==> src/hdl/i2of5_pkg.sv <==
package i2of5_pkg;

  // field widths
  localparam int unsigned WidthW   = 15;
  localparam int unsigned DigitW   = 4;
  localparam int unsigned PatternW = 20;
  localparam int unsigned PosW     = 4;

  typedef logic [WidthW-1:0]   width_t;
  typedef logic [DigitW-1:0]   digit_t;
  typedef logic [PatternW-1:0] pattern_t;
  typedef logic [PosW-1:0]     pos_t;

  // element codes as shifted into the pattern
  typedef enum logic [1:0] {
    CODE_NARROW_BAR   = 2'd0,
    CODE_WIDE_BAR     = 2'd1,
    CODE_NARROW_SPACE = 2'd2,
    CODE_WIDE_SPACE   = 2'd3
  } elem_code_e;

  typedef enum logic [1:0] {
    STATUS_OK       = 2'd0,
    STATUS_NO_START = 2'd1,
    STATUS_BAD_PAIR = 2'd2,
    STATUS_NO_STOP  = 2'd3
  } status_e;

  typedef enum logic [1:0] {
    PHASE_START = 2'd0,
    PHASE_PAIRS = 2'd1,
    PHASE_STOP  = 2'd2
  } phase_e;

  typedef enum logic [0:0] {
    CFG_BAR_THRESHOLD   = 1'b0,
    CFG_SPACE_THRESHOLD = 1'b1
  } cfg_idx_e;

  localparam pattern_t START_PATTERN  = 20'h00022;
  localparam pattern_t STOP_PATTERN   = 20'h00063;
  localparam pos_t     GROUP_ELEMENTS = 4'd10;
  localparam pos_t     EDGE_ELEMENTS  = 4'd4;
  localparam digit_t   NO_DIGIT       = 4'd15;

  // pair decoder result
  typedef struct packed {
    logic   ok;
    digit_t first;
    digit_t second;
  } pair_dec_t;

endpackage

==> src/hdl/i2of5_intf.sv <==
interface i2of5_elem_if;
  import i2of5_pkg::*;
  logic   valid;
  logic   ready;
  width_t element_width;
  logic   is_bar;
  logic   scan_start;

  modport source (output valid, element_width, is_bar, scan_start, input ready);
  modport sink   (input valid, element_width, is_bar, scan_start, output ready);
endinterface

interface i2of5_result_if;
  import i2of5_pkg::*;
  logic       valid;
  logic       ready;
  digit_t     digit_first;
  digit_t     digit_second;
  logic [1:0] status;
  logic       is_final;

  modport source (output valid, digit_first, digit_second, status, is_final, input ready);
  modport sink   (input valid, digit_first, digit_second, status, is_final, output ready);
endinterface

==> src/hdl/i2of5_barcode_decoder_core.sv <==
// Channel   Dir  Payload                                         Accepted when
// elem_i    in   element_width, is_bar, scan_start               valid && ready
// result_o  out  digit_first, digit_second, status, is_final     valid && ready
// cfg       in   cfg_index_i, cfg_wdata_i                        cfg_we_i
//
// One item per cycle while the result side does not stall; an item passes through
// the input register and then the result register, where its result (if any) appears.
// The scan state update (classify, shift, pair decode, mod-10 sum) is one
// combinational pass between those registers.
// Reset clears thresholds and scan state; the block discards until scan start.
// A stalled result holds the input register; the input side keeps taking items
// while the result register drains.
module i2of5_barcode_decoder_core
  import i2of5_pkg::*;
#(
  parameter int unsigned DIGIT_PAIRS = 55
) (
  input  logic                  clk_i,
  input  logic                  rst_ni,
  input  logic                  cfg_we_i,
  input  logic [0:0]            cfg_index_i,
  input  width_t                cfg_wdata_i,
  i2of5_elem_if.sink            elem_i,
  i2of5_result_if.source        result_o
);

  localparam int unsigned PairW = $clog2(DIGIT_PAIRS + 1);
  typedef logic [PairW-1:0] pair_cnt_t;

  // weighted sum stays below 46, so one subtraction of at most 40 suffices
  function automatic digit_t mod10(input logic [5:0] v);
    logic [5:0] r;
    priority if (v >= 6'd40) r = v - 6'd40;
    else if (v >= 6'd30)     r = v - 6'd30;
    else if (v >= 6'd20)     r = v - 6'd20;
    else if (v >= 6'd10)     r = v - 6'd10;
    else                     r = v;
    return r[3:0];
  endfunction

  // configuration
  width_t bar_thr_q, space_thr_q;

  always_ff @(posedge clk_i or negedge rst_ni) begin
    if (!rst_ni) begin
      bar_thr_q   <= '0;
      space_thr_q <= '0;
    end else if (cfg_we_i) begin
      unique case (cfg_idx_e'(cfg_index_i))
        CFG_BAR_THRESHOLD:   bar_thr_q   <= cfg_wdata_i;
        CFG_SPACE_THRESHOLD: space_thr_q <= cfg_wdata_i;
      endcase
    end
  end

  // input register
  logic   s1_valid_q;
  width_t s1_width_q;
  logic   s1_bar_q, s1_start_q;
  logic   s1_adv, s1_fire;
  logic   res_valid_q, res_valid_d;

  assign s1_adv       = !res_valid_q || result_o.ready;
  assign s1_fire      = s1_valid_q && s1_adv;
  assign elem_i.ready = !s1_valid_q || s1_adv;

  always_ff @(posedge clk_i or negedge rst_ni) begin
    if (!rst_ni) begin
      s1_valid_q <= 1'b0;
    end else if (elem_i.ready) begin
      s1_valid_q <= elem_i.valid;
    end
  end

  always_ff @(posedge clk_i) begin
    if (elem_i.ready && elem_i.valid) begin
      s1_width_q <= elem_i.element_width;
      s1_bar_q   <= elem_i.is_bar;
      s1_start_q <= elem_i.scan_start;
    end
  end

  // scan state
  pos_t      pos_q, pos_d;
  pattern_t  pat_q, pat_d;
  digit_t    sum_q, sum_d;
  logic      fail_q, fail_d;
  logic      disc_q, disc_d;
  phase_e    phase_q, phase_d;
  pair_cnt_t pair_q, pair_d;

  // result register
  digit_t    res_d1_q, res_d1_d, res_d2_q, res_d2_d;
  status_e   res_status_q, res_status_d;
  logic      res_final_q, res_final_d;
  logic      res_load;

  // working values
  pos_t       pos_b, pos_n;
  pattern_t   pat_b, pat_n;
  digit_t     sum_b, sum3;
  logic       fail_b;
  phase_e     phase_b;
  pair_cnt_t  pair_b, pair_n;
  elem_code_e code;
  pair_dec_t  dec;
  logic [5:0] sum_ext;

  i2of5_pair_decode u_pair_decode (
    .pattern_i (pat_n),
    .dec_o     (dec)
  );

  // classify and shift
  always_comb begin
    pos_b   = s1_start_q ? '0 : pos_q;
    pat_b   = s1_start_q ? '0 : pat_q;
    sum_b   = s1_start_q ? '0 : sum_q;
    fail_b  = s1_start_q ? 1'b0 : fail_q;
    phase_b = s1_start_q ? PHASE_START : phase_q;
    pair_b  = s1_start_q ? '0 : pair_q;
    if (s1_bar_q) code = (s1_width_q < bar_thr_q) ? CODE_NARROW_BAR : CODE_WIDE_BAR;
    else          code = (s1_width_q < space_thr_q) ? CODE_NARROW_SPACE : CODE_WIDE_SPACE;
    pat_n   = {pat_b[PatternW-3:0], code};
    pos_n   = pos_b + pos_t'(1);
    pair_n  = pair_b + pair_cnt_t'(1);
    sum_ext = 6'(sum_b) + 6'({dec.first, 1'b0}) + 6'(dec.first);
    sum3    = mod10(sum_ext);
  end

  // next state and result
  always_comb begin
    pos_d        = pos_q;
    pat_d        = pat_q;
    sum_d        = sum_q;
    fail_d       = fail_q;
    disc_d       = disc_q;
    phase_d      = phase_q;
    pair_d       = pair_q;
    res_load     = 1'b0;
    res_d1_d     = '0;
    res_d2_d     = '0;
    res_status_d = STATUS_OK;
    res_final_d  = 1'b0;

    if (s1_fire && (s1_start_q || !disc_q)) begin
      disc_d  = 1'b0;
      sum_d   = sum_b;
      fail_d  = fail_b;
      phase_d = phase_b;
      pair_d  = pair_b;
      pos_d   = pos_n;
      pat_d   = pat_n;
      unique case (phase_b)
        PHASE_START: begin
          if (pos_n >= EDGE_ELEMENTS) begin
            if (pat_n != START_PATTERN) begin
              res_load     = 1'b1;
              res_final_d  = 1'b1;
              res_status_d = STATUS_NO_START;
              disc_d       = 1'b1;
            end else begin
              phase_d = PHASE_PAIRS;
              pos_d   = '0;
              pat_d   = '0;
            end
          end
        end
        PHASE_PAIRS: begin
          if (pos_n >= GROUP_ELEMENTS) begin
            if (!dec.ok) begin
              res_load     = 1'b1;
              res_final_d  = 1'b1;
              res_status_d = STATUS_BAD_PAIR;
              disc_d       = 1'b1;
            end else begin
              pair_d   = pair_n;
              pos_d    = '0;
              pat_d    = '0;
              res_load = 1'b1;
              res_d1_d = dec.first;
              res_d2_d = dec.second;
              if (pair_n >= pair_cnt_t'(DIGIT_PAIRS)) begin
                // last pair carries the check digit
                if (dec.second != ((sum3 == '0) ? digit_t'(0) : digit_t'(4'd10 - sum3))) begin
                  fail_d = 1'b1;
                end
                sum_d   = sum3;
                phase_d = PHASE_STOP;
              end else begin
                sum_d = mod10(sum_ext + 6'(dec.second));
              end
            end
          end
        end
        default: begin
          if (pos_n >= EDGE_ELEMENTS) begin
            res_load     = 1'b1;
            res_final_d  = 1'b1;
            disc_d       = 1'b1;
            if (pat_n != STOP_PATTERN) res_status_d = STATUS_NO_STOP;
            else if (fail_b)           res_status_d = STATUS_BAD_PAIR;
            else                       res_status_d = STATUS_OK;
          end
        end
      endcase
    end

    if (s1_fire)             res_valid_d = res_load;
    else if (result_o.ready) res_valid_d = 1'b0;
    else                     res_valid_d = res_valid_q;
  end

  always_ff @(posedge clk_i or negedge rst_ni) begin
    if (!rst_ni) begin
      pos_q       <= '0;
      pat_q       <= '0;
      sum_q       <= '0;
      fail_q      <= 1'b0;
      disc_q      <= 1'b1;
      phase_q     <= PHASE_START;
      pair_q      <= '0;
      res_valid_q <= 1'b0;
    end else begin
      pos_q       <= pos_d;
      pat_q       <= pat_d;
      sum_q       <= sum_d;
      fail_q      <= fail_d;
      disc_q      <= disc_d;
      phase_q     <= phase_d;
      pair_q      <= pair_d;
      res_valid_q <= res_valid_d;
    end
  end

  always_ff @(posedge clk_i) begin
    if (res_load) begin
      res_d1_q     <= res_d1_d;
      res_d2_q     <= res_d2_d;
      res_status_q <= res_status_d;
      res_final_q  <= res_final_d;
    end
  end

  assign result_o.valid        = res_valid_q;
  assign result_o.digit_first  = res_d1_q;
  assign result_o.digit_second = res_d2_q;
  assign result_o.status       = res_status_q;
  assign result_o.is_final     = res_final_q;

`ifndef SYNTHESIS
  // a final result always leaves the block discarding
  a_final_discards: assert property (@(posedge clk_i) disable iff (!rst_ni)
    (res_load && res_final_d) |=> disc_q)
    else $error("final result without discarding");

  // pair results carry status ok, final results carry no digits
  a_result_shape: assert property (@(posedge clk_i) disable iff (!rst_ni)
    result_o.valid |-> (result_o.is_final ? (result_o.digit_first == '0 &&
      result_o.digit_second == '0) : (result_o.status == STATUS_OK)))
    else $error("malformed result");

  // the stop pattern is only entered after all pairs
  a_stop_count: assert property (@(posedge clk_i) disable iff (!rst_ni)
    (phase_q == PHASE_STOP) |-> (pair_q == pair_cnt_t'(DIGIT_PAIRS)))
    else $error("stop phase with wrong pair count");

  // a result is only loaded when the result register is free
  a_no_overwrite: assert property (@(posedge clk_i) disable iff (!rst_ni)
    res_load |-> (!res_valid_q || result_o.ready))
    else $error("result register overwritten");
`endif

endmodule

==> src/hdl/i2of5_pair_decode.sv <==
module i2of5_pair_decode
  import i2of5_pkg::*;
(
  input  pattern_t  pattern_i,
  output pair_dec_t dec_o
);

  // 2-of-5 code (earliest element in bit 4) to digit
  function automatic digit_t code_to_digit(input logic [4:0] code);
    digit_t d;
    unique case (code)
      5'd3:    d = 4'd7;
      5'd5:    d = 4'd4;
      5'd6:    d = 4'd0;
      5'd9:    d = 4'd2;
      5'd10:   d = 4'd9;
      5'd12:   d = 4'd6;
      5'd17:   d = 4'd1;
      5'd18:   d = 4'd8;
      5'd20:   d = 4'd5;
      5'd24:   d = 4'd3;
      default: d = NO_DIGIT;
    endcase
    return d;
  endfunction

  logic [4:0] bars;
  logic [4:0] spaces;
  logic       kinds_ok;

  // each group element pair is bar then space; k = 0 is the latest pair
  always_comb begin
    kinds_ok = 1'b1;
    for (int k = 0; k < 5; k++) begin
      logic [1:0] sp;
      logic [1:0] br;
      sp = pattern_i[4*k +: 2];
      br = pattern_i[4*k+2 +: 2];
      if (!(sp == CODE_NARROW_SPACE || sp == CODE_WIDE_SPACE) ||
          !(br == CODE_NARROW_BAR || br == CODE_WIDE_BAR)) begin
        kinds_ok = 1'b0;
      end
      spaces[k] = (sp == CODE_WIDE_SPACE);
      bars[k]   = (br == CODE_WIDE_BAR);
    end
  end

  always_comb begin
    dec_o.first  = code_to_digit(bars);
    dec_o.second = code_to_digit(spaces);
    dec_o.ok     = kinds_ok && (dec_o.first != NO_DIGIT) && (dec_o.second != NO_DIGIT);
  end

endmodule

==> src/flat_wrapper.sv <==
// flat-port wrapper written by rule: the top's interface ports become plain ports
module i2of5_barcode_decoder_core_flat import i2of5_pkg::*;
#(
  parameter int unsigned DIGIT_PAIRS = 55
)
  (clk_i, rst_ni, cfg_we_i, cfg_index_i, cfg_wdata_i, elem_i_valid, elem_i_element_width, elem_i_is_bar, elem_i_scan_start, elem_i_ready, result_o_valid, result_o_digit_first, result_o_digit_second, result_o_status, result_o_is_final, result_o_ready);
  i2of5_elem_if elem_i_i ();
  i2of5_result_if result_o_i ();
  input  logic clk_i;
  input  logic rst_ni;
  input  logic cfg_we_i;
  input  logic [0:0] cfg_index_i;
  input  width_t cfg_wdata_i;
  input wire logic [$bits(elem_i_i.valid)-1:0] elem_i_valid;
  input wire logic [$bits(elem_i_i.element_width)-1:0] elem_i_element_width;
  input wire logic [$bits(elem_i_i.is_bar)-1:0] elem_i_is_bar;
  input wire logic [$bits(elem_i_i.scan_start)-1:0] elem_i_scan_start;
  output wire logic [$bits(elem_i_i.ready)-1:0] elem_i_ready;
  output wire logic [$bits(result_o_i.valid)-1:0] result_o_valid;
  output wire logic [$bits(result_o_i.digit_first)-1:0] result_o_digit_first;
  output wire logic [$bits(result_o_i.digit_second)-1:0] result_o_digit_second;
  output wire logic [$bits(result_o_i.status)-1:0] result_o_status;
  output wire logic [$bits(result_o_i.is_final)-1:0] result_o_is_final;
  input wire logic [$bits(result_o_i.ready)-1:0] result_o_ready;
  assign elem_i_i.valid = elem_i_valid;
  assign elem_i_i.element_width = elem_i_element_width;
  assign elem_i_i.is_bar = elem_i_is_bar;
  assign elem_i_i.scan_start = elem_i_scan_start;
  assign elem_i_ready = elem_i_i.ready;
  assign result_o_valid = result_o_i.valid;
  assign result_o_digit_first = result_o_i.digit_first;
  assign result_o_digit_second = result_o_i.digit_second;
  assign result_o_status = result_o_i.status;
  assign result_o_is_final = result_o_i.is_final;
  assign result_o_i.ready = result_o_ready;
  i2of5_barcode_decoder_core #(.DIGIT_PAIRS(DIGIT_PAIRS)) u_core (.clk_i(clk_i), .rst_ni(rst_ni), .cfg_we_i(cfg_we_i), .cfg_index_i(cfg_index_i), .cfg_wdata_i(cfg_wdata_i), .elem_i(elem_i_i), .result_o(result_o_i));
endmodule
==> config.mk <==
export PLATFORM = sky130hd
export DESIGN_NAME = i2of5_barcode_decoder_core_flat
export DESIGN_NICKNAME = d
export VERILOG_FILES = /design/src/hdl/i2of5_pkg.sv /design/src/hdl/i2of5_intf.sv /design/src/hdl/i2of5_barcode_decoder_core.sv /design/src/hdl/i2of5_pair_decode.sv /design/src/flat_wrapper.sv
export SDC_FILE = /design/constraint.sdc
export NUM_CORES = 1
export LEC_CHECK = 0
export BUFFER_PORTS_ARGS = -buffer_cell sky130_fd_sc_hd__clkbuf_2
export CAP_MARGIN = 20
export CORE_ASPECT_RATIO = 0.5
export CORE_MARGIN = 10
export CORE_UTILIZATION = 50
export CTS_CLUSTER_SIZE = 25
export DETAILED_ROUTE_END_ITERATION = 8
export GPL_ROUTABILITY_DRIVEN = 0
export PLACE_DENSITY = 0.78
export SLEW_MARGIN = 0
export SYNTH_ARGS = -nofsm -noshare
export SYNTH_HDL_FRONTEND = slang
export SYNTH_HIERARCHICAL = 1
export SYNTH_SLANG_ARGS = --single-unit
export TNS_END_PERCENT = 1
==> constraint.sdc <==
create_clock -name clk_i -period 7.55 [get_ports clk_i]
set_input_delay 1.51 -clock clk_i [delete_from_list [all_inputs] [get_ports clk_i]]
set_output_delay 1.51 -clock clk_i [all_outputs]
set_load 0.01 [all_outputs]
==> out/results.tsv <==
metric	value	unit
input/output buffers	50	
antenna violations before repair	0	
Post-Syn Area	6480	um2
Max-Slew Margin vs Limit	30.6	%
total clock buffers created by CTS	9	
starting density of the core	51.2	%
share of synthesized area occupied by flip-flops and latches	39.2	%
pwr dens	212	nW/um2
number of buffers inserted for hold repair after clock tree synthesis	0	
most instantiated library cell after synthesis	dfrtp_1	
overall power consumption	0.00153	W
Synth Flop Type	dfrtp_1	
critical path start-end classification	register to register	
slowest CP cell	edfxtp_1	
total number of vias	5239	
wire length of the first global-routing pass	24600	um
number of enable flip-flop cells after synthesis	28	
First-pass DRT Iterations	5	
overall track demand over capacity in global routing	16.0	%
adder and majority gate portion of the synthesized area	13.5	%
filler-free cell count of the finished design	898	
buffer cell driving the clock tree root	clkbuf_16	
CP cell instances	nor2b_1 > nor2b_1 > nor2_1 > nand2_1 > a31oi_1 > a31oi_1 > inv_1 > fa_1 > inv_1 > ha_1 > fa_1 > xor2_2 > ha_1 > xnor2_1 > inv_1 > o31ai_1 > o21bai_1 > xnor2_1 > o31ai_1 > mux2i_1 > o31a_1	
post-synthesis compound-gate area fraction	19.5	%
number of pins with negative max-slew slack in the final report	0	
deepest clock path buffer count	2	
routed via count divided by cell count	5.83	
Fmax achieved	0.154	GHz
leakage power	3.31	nW
cell area reported after detailed placement	6890	um2
ANT cells	0	
sort of element at the start of the critical path	register	
Placed Cells	880	
top area cells in the synthesized netlist	dfrtp_1 (26%), edfxtp_1 (13%), ha_1 (12%), inv_1 (3.4%), nor2b_1 (3.2%)	
post-CTS setup repair buffer count	0	
ys async rst share	70.8	%
total wire length after detailed routing	14800	um
Remaining DRCs	0	
final-stage net count	828	
share of cells above drive strength 1	14.3	%
Final min period	6.51	ns
final critical-path share of the clock period	86.3	%
setup repair after global routing missed its margin	no	
area delta synth->final	11.2	%
final cell area excluding filler cells	7210	um2
Clock Latency Late Sink	0.35	ns
post-cts gate resize count	0	
full die area	18200	um2
peak fanout along the critical path	20	
DP Wirelength	10800	um
setup-violating endpoint count in the final report	0	
Core ar.	12700	um2
share of the synthesized netlist area taken by xor and xnor gates	2.55	%
vias in the first global route	5165	
number of nets in the synthesized netlist	783	
utilization after layout	56.9	%
leading cell types by count after synthesis	dfrtp_1 (67), ha_1 (62), inv_1 (58), nand2_1 (53), o21ai_0 (41)	
Worst-Margin Slew	1.04	ns
per-cell routed wire length	16.5	um
delay contributed by the slowest stage of the critical path	0.65	ns
number of distinct library cells after synthesis	69	
clock tree from TritonCTS	yes	
number of ports placed on the die boundary	51	
arrival time worst endpoint	6.74	ns
number of filler instances in the final layout	1068	
main combinational cell family by area after synthesis	compound AO/OA/AOI/OAI gates	
element type at the critical path end	register	
floorplan row count	29	
result of the run	finished, final reports clean	
instance count of the mapped netlist	678	
Yosys Warn Count	6	
number of antenna-violating nets in the routed design	0	
register clock-pin slew on the reported worst setup and hold paths	0.07	ns
number of max-cap violations	0	
mux contribution to synthesized area	3.42	%
count of clock tree sinks	96	
mean area per synthesized cell	9.56	um2
cell seen most often among critical-path stages	inv_1	
simple logic cell fraction of the synthesized area	17.1	%
CP Data Required Time	7.78	ns
DIE WIDTH	181	um
VDD IR max	0.154	mV
initial DRC count	440	
post-route clock skew	0.00986	ns
cell taking the most area after synthesis	dfrtp_1	
Synth Register Bits	96	
number of hold-slack violations in the final timing report	0	
H-tree lvl count	3	
die span in y	101	um
class of the tightest hold or removal check	register to register	
gr ovfl total	0	
area share of the leading cell type in the synthesized netlist	25.9	%
final total negative setup slack	0	ns
maximum number of pins on one net before global-route repair	69	
[path summary, 6_finish.rpt]
kind | start | endpoint | slack (ns) | cells past startpoint
max | u_core/s1_start_q | u_core/sum_q[3] | 1.04 | 21
min | u_core/pair_q[5] | u_core/pair_q[5] | 0.50 | 2
max reg2reg | u_core/s1_start_q | u_core/sum_q[3] | 1.04 | 21
min reg2reg | u_core/pair_q[5] | u_core/pair_q[5] | 0.50 | 2
max in group asynchronous | rst_ni | u_core/bar_thr_q[3] | 5.59 | 2
min in group asynchronous | rst_ni | u_core/sum_q[3] | 1.37 | 2
[layout make-up]
cell class | count | area [um2] | area share [%]
multi-input combinational | 502 | 3640 | 50.5
clock buffer | 9 | 225 | 3.13
timing repair buffer | 55 | 295 | 4.10
sequential | 96 | 2540 | 35.3
inverter | 59 | 221 | 3.07
clock inverter | 7 | 70.1 | 0.972
tap | 170 | 213 | 2.95
[report_power, final]
group / internal [W] / total (W) / switching [W]
Sequential: 0.000613 / 0.000664 / 0.0000512
Clock: 0.000257 / 0.000454 / 0.000197
Combinational: 0.000166 / 0.000408 / 0.000241
Total: 0.00104 / 0.00153 / 0.000490
[cell families after synthesis]
logic type,after synthesis
and+or+nand+nor,211
buffers and inverters,80
xor gates and xnor gates,18
muxes,20
DFF,96
AOI/OAI and AO/OA,186
adders and majority gates,67
[routing by layer]
layer	part of all wire (%)	up-vias	GRT usage (%)
met5	0	-	0
met3	4.0	20	3.23
met4	1.4	0	5.22
li1	-	2531	-
met1	47	2549	20.0
met2	48	139	27.6
[worst max-delay path, delay by kind of cell, from the launching register on]
kind                       cells  cell delay [ns]
xor gates and xnor gates       3             1.11
buffers and inverters          3             0.39
adders and majority gates      4             1.57
and+or+nand+nor                4             1.07
DFF                            1             0.65
AOI/OAI and AO/OA              6             1.51
muxes                          1             0.11
[metrics by stage]
stage	hold slack, ns	setup slack (ns)
floorplan	0.442	1.61
global placement	0.458	1.47
detailed placement	0.486	1.18
CTS	0.501	1.14
global route	0.517	0.595
finish	0.501	1.04
[state kept, by name (all words and copies together), names as in the netlist, 6 cells and up]
| register | flops |
|---|---|
| u_core/pair_q | 6 |
| u_core/bar_thr_q | 15 |
| u_core/space_thr_q | 15 |
| u_core/s1_width_q | 15 |
| u_core/pat_q | 18 |
[cells in the final DEF (no fill, tap or decap), types with 4 or more instances in the layout]
cell and count:
nand2_1 53, a211o_1 4, mux2_2 17, a32oi_1 5, nor3_1 9, and2_1 5, ha_1 62, and3_1 12
dfrtp_1 67, o21a_1 4, xnor2_1 10, edfxtp_1 28, nor2b_1 32, nand2b_1 18, inv_1 58, o21ai_0 41
xor2_1 7, a21oi_1 32, a22o_1 14, o31ai_1 12, clkbuf_16 9, nor2_1 32, clkbuf_2 49, nand3_1 17
o21bai_1 4, fa_1 5, or3_1 4, buf_4 4, a21o_1 19, a31oi_1 11, nand4_1 4
Note: power is estimated with default switching activity, not from simulation.
